<file path="src/hdl/gida_pkg.sv">
// ----------------------------------------------------------------------------
// gida_pkg
// Shared field widths, request and status codes, and the bit-search result
// type of the generational ID allocator.
// ----------------------------------------------------------------------------
package gida_pkg;

   // field widths
   localparam int KIND_W      = 2;
   localparam int ID_W        = 10;
   localparam int GEN_W       = 16;
   localparam int STAT_W      = 2;
   localparam int LO_W        = 10;
   localparam int HI_W        = 11;

   // scan positions and bitmap words
   localparam int POS_W       = 11;
   localparam int WORD_W      = 32;
   localparam int WORD_SH     = 5;
   localparam int WIDX_W      = POS_W - WORD_SH;

   // port widths
   localparam int REQ_TDATA_W = 32;
   localparam int RSP_TDATA_W = 32;
   localparam int CSR_IDX_W   = 1;
   localparam int CSR_DATA_W  = 11;

   // request kinds
   localparam logic [KIND_W-1:0] KIND_ALLOC   = 2'd0;
   localparam logic [KIND_W-1:0] KIND_RELEASE = 2'd1;
   localparam logic [KIND_W-1:0] KIND_CHECK   = 2'd2;

   // result status codes
   localparam logic [STAT_W-1:0] STAT_OK       = 2'd0;
   localparam logic [STAT_W-1:0] STAT_FULL     = 2'd1;
   localparam logic [STAT_W-1:0] STAT_NOT_LIVE = 2'd2;

   // register indexes
   localparam logic [CSR_IDX_W-1:0] CSR_RANGE_LOW  = 1'b0;
   localparam logic [CSR_IDX_W-1:0] CSR_RANGE_HIGH = 1'b1;

   // outcome of a search for a free bit in one bitmap word
   typedef struct packed {
      logic               hit;
      logic [WORD_SH-1:0] pos;
   } find_type;

endpackage

</file>
<file path="src/hdl/gida_find.sv">
// ----------------------------------------------------------------------------
// gida_find
// Finds the lowest free ID of one live-bitmap word that lies inside the
// scan window [win_lo, win_hi).
// ----------------------------------------------------------------------------
module gida_find (
   input  logic [gida_pkg::WORD_W-1:0] live_word,
   input  logic [gida_pkg::POS_W-1:0]  base,
   input  logic [gida_pkg::POS_W-1:0]  win_lo,
   input  logic [gida_pkg::POS_W-1:0]  win_hi,
   output gida_pkg::find_type          result
);

   logic [gida_pkg::WORD_W-1:0] free_bits;
   logic [gida_pkg::POS_W:0]    pos_val;

   // free and inside the window, one bit at a time
   always_comb begin
      pos_val = '0;
      for (int k = 0; k < gida_pkg::WORD_W; k++) begin
         pos_val = {1'b0, base} + (gida_pkg::POS_W + 1)'(k);
         free_bits[k] = ~live_word[k]
                        && (pos_val >= {1'b0, win_lo})
                        && (pos_val <  {1'b0, win_hi});
      end
   end

   // priority encode, lowest position wins
   always_comb begin
      result.hit = 1'b0;
      result.pos = '0;
      for (int k = gida_pkg::WORD_W - 1; k >= 0; k--) begin
         if (free_bits[k]) begin
            result.hit = 1'b1;
            result.pos = gida_pkg::WORD_SH'(k);
         end
      end
   end

endmodule

</file>
<file path="config.mk">
export PLATFORM = sky130hd
export DESIGN_NAME = gida_find
export DESIGN_NICKNAME = d
export VERILOG_FILES = /design/src/hdl/gida_pkg.sv /design/src/hdl/gida_find.sv
export SDC_FILE = /design/constraint.sdc
export NUM_CORES = 1
export LEC_CHECK = 0
export BUFFER_PORTS_ARGS = -buffer_cell sky130_fd_sc_hd__buf_2
export CAP_MARGIN = 25
export CORE_MARGIN = 5
export CORE_UTILIZATION = 65
export DETAILED_ROUTE_END_ITERATION = 10
export PLACE_DENSITY = 0.89
export SYNTH_ARGS = -nofsm -noshare
export SYNTH_HDL_FRONTEND = slang
export SYNTH_SLANG_ARGS = --single-unit
</file>
<file path="constraint.sdc">
create_clock -name vclk -period 5.8
set_clock_uncertainty 0.2 [all_clocks]
set_input_delay 0.29 -clock vclk [all_inputs]
set_output_delay 0.29 -clock vclk [all_outputs]
set_load 0.005 [all_outputs]
</file>
Word-level counts from Yosys, hierarchy flattened

Index checks and enable logic that the tools add are counted.

Register bits: 0
Logic and storage cells: 223

Add/subtract/negate cells: 31
Order comparisons: 64
Multiplexer cells: 32
Bitwise operators: 32
Reduce and logical (&&, ||, !) cells: 64

Operators with widths:

| kind                  | count |
|---|---|
| $ge 12x11->1          | 31 |
| $lt 12x11->1          | 31 |
| $add 11x5->12 const B | 16 |
| $mux 6                | 32 |
| $add 11x4->12 const B | 8 |
| $logic_and 1x1->1     | 64 |
| $add 11x3->12 const B | 4 |
| $not 1->1             | 32 |
| $add 11x2->12 const B | 2 |
| $add 11x1->12 const B | 1 |
| $ge 11x11->1          | 1 |
| $lt 11x11->1          | 1 |

Longest topological paths before layout

Gate-level depths: netlist of the first run.

Depth after elaboration: 36
Gate-level depth with buffers: 18

Worst setup path before layout of the first run

OpenSTA, ideal clock, no wires.

Kind: input -> output
From: in base[2] (netlist bit)
To: out result[0] (netlist bit)
Data arrival time: 3.933 ns
Setup slack: 1.377 ns
Stages: 17
Path buffers: 1
Path through: buf_1 > inv_1 > ha_1 > a21o_1 > a21oi_2 > nor2_1 > xor2_1 > ha_1 > a21o_1 > a2111oi_4 > o221ai_2 > a221o_1 > or4_4 > nand3_2 > a211oi_1 > and4bb_1 > o31a_1

RTL lines:

| what               | RTL line        | source |
|---|---|---|
| start: declaration | gida_find.sv:8  | `input logic [gida_pkg::POS_W-1:0] base,` |
| end: declaration   | gida_find.sv:11 | `output gida_pkg::find_type result` |

==> results.md, run 1 <==
* Outcome: finished, final reports clean
* Via/cell ratio at 7.183
* Initial Util at 0.6547
* Syn_nets at 2535
* Count of cell types in the netlist at 89
* Synth area leaders: ha_1, xor2_1, xnor2_1, a21oi_1, nor2_1
* Final Cell Area at 16430 um^2
* I/O Buffers at 71
* Routability congestion estimate at 1.075
* Core ar. at 23260 um^2
* CP cell instances: buf_2 > inv_1 > ha_1 > nand2b_1 > a21oi_1 > nor2_1 > xor2_1 > ha_1 > a2111oi_0 > o2111ai_1 > nor4_1 > o21bai_1 > a21oi_1 > o21ai_0 > nand4_1 > a211oi_1 > buf_2
* RSZ-0062 raised after global routing: false
* Worst min path class: in -> out
* Drt wl/cell at 26.64 um
* ANT cells at 0
* Worst vdd ir at 0.00005747 V
* CP Capture Type: output port
* P per Cell Area at 110.2 nW/um^2
* WP buf/inv at 3
* Initial DRC count at 1968
* Sequential area share after synthesis at 0
* Max-slew headroom at 0.2805
* Num rows at 56
* Via count at 16970
* Layout Nets at 2635
* CP max stage cell: nor4_1
* Fin util at 0.7062
* M1 WL at 23640 um
* Max Cap Viol at 0
* Dpl cells at 2363
* Ys Warns at 0
* Area fraction of the dominant cell type after synthesis at 0.4305
* Max FO, Critical Path at 10
* Hold depth at 6
* First-pass GRT wire length at 94580 um
* Final Cycle Share at 0.9632
* Post-synth top area cell: ha_1
* Final Hold Viols at 0
* Hold path startpoint: live_word[0]
* DIE AREA at 26590 um^2
* Non-Filler Instances at 2363
* Total grt overflow at 0
* Crit-path max cell delay at 0.64 ns
* Critical path arrival at 5.10 ns
* Max Used Layer: met5
* Worst path top cell family by delay: compound AO/OA/AOI/OAI gates
* Met2 wire length at 25700 um
* Met3 WL post-DR at 7774 um
* Number of routed nets with antenna violations at 0
* Fin. max-slew vios at 0
* Final setup viols at 0
* Minimum clock period at 5.586 ns
* DP Wirelength at 49390 um
* Num ports at 71
* Syn Std Cell Area at 15230 um^2
* Post_cts resized at 0
* Setup Buffers After CTS at 0
* CP Launch Type: input pin
* Clock buffers at 0
* WHS Endpoint: result[0]
* Worst EP required at 5.31 ns
* Syn avg cell area at 7.826 um^2
* Post-Syn Instances at 1946
* Vias in the first global route at 16840
* Layout cell share with drive strength beyond 1 at 0.09344
* Die X at 163.1 um
* FF/Latch Area at 0 um^2
* Die Y at 163.1 um
* Placed cell areas at 16430 um^2
* Hold_buf cts at 0
* Max Fclk at 179.0 MHz
* Final setup TNS at 0 ns
* Worst setup path class: in -> out
* Cell with the most instances after synthesis: ha_1
* Total GRT Usage at 0.4536
* Post-route DRC at 0
* Worst Tran Pin Value at 1.078 ns
* Seq_cells at 0
* First-pass detailed-route iteration total at 7
* Synth cell count leaders: ha_1, nor2_1, a21oi_1, nand2_1, xor2_1
* Area grow syn2layout at 7.871%
* Initial antenna violation count at 1
* Leakage power at 0.008092 uW
* Largest net degree at the start of global routing at 33
* Detailed Route WL at 62950 um
## power breakdown
part	total, uW	switching (uW)	internal (uW)
Sequential	0	0	0
Combinational	1810	1110	701
Clock	0	0	0
## how the worst max path moves through the flow
stage | slack (ns) | end | cells past startpoint | from
after global placement | 0.52 | result[1] | 17 | base[2]
final | 0.21 | result[1] | 17 | base[2]
after CTS | 0.47 | result[1] | 17 | base[2]
after detailed placement | 0.49 | result[1] | 18 | base[1]
after global routing | 0.15 | result[1] | 17 | base[2]
after floorplan | 1.38 | result[0] | 17 | base[2]
## cells in the final DEF, fill, tap and decap left out, types with 11 or more instances in the layout
| master | synthesis | final |
|---|---|---|
| nor2_1 | 165 | 165 |
| nand4_1 | 13 | 13 |
| o21a_1 | 37 | 37 |
| buf_4 | 0 | 75 |
| nor3_1 | 40 | 40 |
| o31ai_1 | 11 | 11 |
| a31oi_1 | 25 | 25 |
| xor2_1 | 106 | 106 |
| o211ai_1 | 30 | 30 |
| ha_1 | 524 | 524 |
| buf_2 | 9 | 71 |
| o2111ai_1 | 14 | 14 |
| xnor2_1 | 98 | 98 |
| nor2b_1 | 12 | 12 |
| nor4_1 | 16 | 16 |
| inv_1 | 87 | 87 |
| nand2_1 | 113 | 113 |
| a211oi_1 | 34 | 34 |
| a2111oi_0 | 28 | 28 |
| nand3_1 | 50 | 50 |
| a21oi_1 | 143 | 143 |
| o21ai_0 | 105 | 105 |
| nand2b_1 | 12 | 12 |
| a211o_1 | 14 | 14 |
| a21o_1 | 42 | 42 |
## cell families after synthesis
logic type      share of synthesized area
compound gates                     0.2662
xor+xnor                           0.1173
fa+ha+maj                          0.4305
buf+inv                           0.03607
simple gates                       0.1499
## routing by layer
metal	vias up	track usage
met5	-	0
met4	2	0.3202
met3	402	0.1007
met2	1254	0.7045
met1	7719	0.5538
li1	7596	-
## stage by stage
stage / hold slack [ns] / worst slack (ns) / total power [uW]
after floorplan: 0.7609 / 1.377 / 1169
after global placement: 1.121 / 0.5160 / 1655
after detailed placement: 1.138 / 0.4886 / 1727
after CTS: 1.136 / 0.4687 / 1738
after global routing: 1.190 / 0.1456 / 1962
final: 1.157 / 0.2137 / 1811
## layout make-up
cell class	count	area, um^2
repair buffers	151	1018
fillers	1964	6834
inverters	88	330.3
multi-input cells	1805	14680
well taps	319	399.1
## worst min-delay path, stage by stage
cell and delay, ns:
buf_2 0.08, a2111oi_0 0.05, o211a_1 0.18, a21oi_1 0.14, o31a_1 0.19, buf_2 0.13
(Power assumes the default switching activity.)
==> run 2, diff against run 1 <==
--- a/config.mk
+++ b/config.mk
@@ -11,6 +11,7 @@
 export CORE_UTILIZATION = 65
 export DETAILED_ROUTE_END_ITERATION = 10
 export PLACE_DENSITY = 0.89
+export SKIP_LAST_GASP = 1
 export SYNTH_ARGS = -nofsm -noshare
 export SYNTH_HDL_FRONTEND = slang
 export SYNTH_SLANG_ARGS = --single-unit
==> constraint.sdc (replaced) <==
create_clock -name vclk -period 5.8
set_clock_uncertainty 0.2 [all_clocks]
set_input_delay 1.16 -clock vclk [all_inputs]
set_output_delay 1.16 -clock vclk [all_outputs]
set_load 0.005 [all_outputs]
==> run 2 against run 1 <==
The flow now stops in global routing (5_1_grt). Synthesized area unchanged. Synthesized cell count did not move.
==> results.md, run 2 <==
* Outcome: stopped before the end (was finished, final reports clean)
* Fail Step: global routing (5_1_grt)
* Tool Error: [ERROR GRT-0116] Global routing finished with congestion. Check the congestion regions in the DRC Viewer.
* Post-synth top area cell: ha_1 (unchanged)
* Routability congestion estimate at 1.214 (was 1.075)
* Syn Std Cell Area at 15230 um^2 (unchanged)
* Num rows at 56 (unchanged)
* Total grt overflow at 115
* Die X at 163.1 um (unchanged)
* Num ports at 71 (unchanged)
* Synth cell count leaders: ha_1, nor2_1, a21oi_1, nand2_1, xor2_1 (unchanged)
* Sequential area share after synthesis at 0 (unchanged)
* Dpl cells at 2710 (was 2363)
* Die Y at 163.1 um (unchanged)
* DP Wirelength at 57940 um (was 49390 um)
* Initial Util at 0.6547 (unchanged)
* Count of cell types in the netlist at 89 (unchanged)
* Syn_nets at 2535 (unchanged)
* Post-Syn Instances at 1946 (unchanged)
* Total GRT Usage at 0.7770
* Vias in the first global route at 25800
* Worst slack, placed at -0.8054 ns (was 0.4886 ns)
* Ys Warns at 0 (unchanged)
* Area fraction of the dominant cell type after synthesis at 0.4305 (unchanged)
* Cell with the most instances after synthesis: ha_1 (unchanged)
* I/O Buffers at 71 (unchanged)
* Synth area leaders: ha_1, xor2_1, xnor2_1, a21oi_1, nor2_1 (unchanged)
* Syn avg cell area at 7.826 um^2 (unchanged)
* First-pass GRT wire length at 158800 um
* Largest net degree at the start of global routing at 33
==> run 2: cell counts after synthesis <==
No cell type changed its count.
==> run 2: through the flow <==
| stage | TNS [ns] | instance area (um^2) |
|---|---|---|
| CTS | -1.361 | 20310 |
| detailed placement | -4.528 | 19180 |
| floorplan | 0 | 15250 |
| global placement | -2.648 | 19180 |
==> run 2: cells by family after synthesis <==
kind of cell | Yosys count | synth area share
AOI/OAI and AO/OA | 596 | 0.2662
xor gates and xnor gates | 204 | 0.1173
adders and majority gates | 524 | 0.4305
buffers and inverters | 141 | 0.03607
and+or+nand+nor | 481 | 0.1499
==> run 2: what timing repair did <==
item	in CTS
setup buffers	33
resized for setup	208
pin swaps	92
hold buffers	0
endpoints found under the setup margin	6
==> run 2: per-layer routing <==
metal  global-route usage  overflow
met1               0.7781         1
met5               0.4205         0
met2               0.9081        58
met3               0.6495         5
met4               0.7735        51
==> run 3, diff against run 2 <==
--- a/config.mk
+++ b/config.mk
@@ -8,9 +8,9 @@
 export BUFFER_PORTS_ARGS = -buffer_cell sky130_fd_sc_hd__buf_2
 export CAP_MARGIN = 25
 export CORE_MARGIN = 5
-export CORE_UTILIZATION = 65
+export CORE_UTILIZATION = 40
 export DETAILED_ROUTE_END_ITERATION = 10
-export PLACE_DENSITY = 0.89
+export PLACE_DENSITY_LB_ADDON = 0.15
 export SKIP_LAST_GASP = 1
 export SYNTH_ARGS = -nofsm -noshare
 export SYNTH_HDL_FRONTEND = slang
==> run 3 against run 2 <==
The flow now finishes, with violations (negative setup slack).
==> results.md, run 3 (synthesis gave the netlist of run 1 again) <==
* Outcome: finished with violations (was stopped before the end)
* Violated checks: negative setup slack
* Worst path top cell family by delay: compound AO/OA/AOI/OAI gates
* Die Y at 205.1 um (was 163.1 um)
* Max Fclk at 163.7 MHz
* Drt wl/cell at 24.81 um
* Total grt overflow at 0
* Critical path arrival at 4.75 ns
* First-pass detailed-route iteration total at 5
* Sw Ratio at 0.5412
* Crit-path max cell delay at 0.42 ns
* Fin. max-slew vios at 0
* Via count at 18000
* Routability congestion estimate at 1.036 (was 1.214)
* Layout cell share with drive strength beyond 1 at 0.3039
* CP Capture Type: output port
* Comb pwr share at 1.000
* Post-route DRC at 0
* Vias in the first global route at 18130
* DP Wirelength at 58620 um (was 57940 um)
* Internal power at 1067 uW
* Detailed Route WL at 73830 um
* Area grow syn2layout at 39.11%
* Final setup viols at 6
* Clock buffers at 0
* Leakage power at 0.01042 uW
* Max Cap Viol at 0
* WP buf/inv at 7
* Reg power frac at 0
* I/O Buffers at 71 (unchanged)
* Initial antenna violation count at 0
* Worst min path class: in -> out
* NetSw at 1259 uW
* Max-slew headroom at 0.5685
* Via/cell ratio at 6.048
* FF/Latch Area at 0 um^2
* Clock share of power at 0
* RSZ-0062 raised after global routing: true
* Worst EP required at 4.44 ns
* Max FO, Critical Path at 6
* Worst vdd ir at 0.00004154 V
* Seq_cells at 0
* Minimum clock period at 6.108 ns
* Worst Setup EP: result[0]
* CP Launch Type: input pin
* Most common cell after layout, fill and taps aside: ha_1
* CP Launch Point: base[2]
* Layout Nets at 3056
* Commonest non-fill, non-tap cells in the layout: ha_1, buf_4, nor2_1
* P per Cell Area at 109.8 nW/um^2
* Total GRT Usage at 0.3390
* Initial Util at 0.4043 (was 0.6547)
* Worst Tran Pin Value at 0.6429 ns
* Die X at 205.1 um (was 163.1 um)
* Hold_buf cts at 0 (unchanged)
* Dpl cells at 2945 (was 2710)
* Number of routed nets with antenna violations at 0
* ANT cells at 0
* Worst setup path class: in -> out
* CP cell instances: buf_6 > inv_4 > ha_4 > buf_4 > a21boi_2 > buf_4 > xnor2_1 > inv_1 > ha_1 > a21oi_1 > nand2_1 > a31oi_1 > o311ai_1 > buf_4 > o21ai_1 > a21oi_1 > o21ai_0 > a21oi_1 > o31a_1 > buf_2
* Final Cycle Share at 1.053
* Largest net degree at the start of global routing at 33
* PnR worst setup slack at -0.3081 ns
* Final hold slack at 2.921 ns
* DIE AREA at 42080 um^2
* CP max stage cell: xnor2_1
* First-pass GRT wire length at 109400 um
* Final Hold Viols at 0
* Num rows at 71 (was 56)
* Cell count along the critical path at 20
* Non-Filler Instances at 2976
* Initial DRC count at 1347
* Core ar. at 37670 um^2
* Num ports at 71 (unchanged)
run 3: final cells by class:
class / instances / area, um^2
Inverter: 88 / 337.8
Fill cell: 3662 / 16480
Tap cell: 511 / 639.4
Timing Repair Buffer: 572 / 4564
Multi-Input combinational cell: 1805 / 15650
run 3: worst min-delay path by stage:
stage                end  cells after the start    startpoint
2_1_floorplan  result[0]                      4  live_word[0]
3_3_place_gp   result[1]                      7  live_word[3]
3_5_place_dp   result[1]                      7  live_word[3]
4_1_cts        result[1]                      7  live_word[3]
5_1_grt        result[1]                      7  live_word[3]
6_report       result[0]                      6  live_word[0]
run 3: timing repair:
| item | 4_1_cts | 5_1_grt |
|---|---|---|
| pin swaps | 45 | 37 |
| hold endpoints to repair | 0 | 0 |
| setup buffers | 19 | 13 |
| endpoints found under the setup margin | 6 | 6 |
| resized for setup | 153 | 97 |
run 3: through the flow:
stage / power, uW / instance area [um^2] / setup TNS, ns / utilization / worst slack [ns]
after floorplan: 1171 / 15250 / 0 / - / 0.02914
after global placement: 2053 / 19860 / -3.624 / 0.5272 / -0.7341
after detailed placement: 2102 / 19860 / -3.854 / 0.5272 / -0.7171
after CTS: 2210 / 20640 / -1.241 / 0.5479 / -0.2958
after global routing: 2538 / 21190 / -2.001 / 0.5625 / -0.4448
final: 2326 / 21190 / -1.177 / 0.5625 / -0.3081
run 3: routing by layer:
metal / vias to the layer above / track usage / routed length, um
met5: - / 0 / 0
met4: 0 / 0.1545 / 4555
met3: 235 / 0.03467 / 4903
met2: 745 / 0.5701 / 33040
met1: 8569 / 0.4370 / 31330
li1: 8450 / - / -
run 3: power groups by stage:
stage	clock (uW)	combinational, uW	sequential (uW)
floorplan	0	1170	0
global placement	0	2050	0
detailed placement	0	2100	0
CTS	0	2210	0
global route	0	2540	0
finish	0	2330	0
run 3: tightest hold or removal path, stage by stage:
cell	delay (ns)
buf_2	0.09
a2111oi_0	0.05
o211a_1	0.23
a21oi_1	0.17
o31a_1	0.15
buf_2	0.11
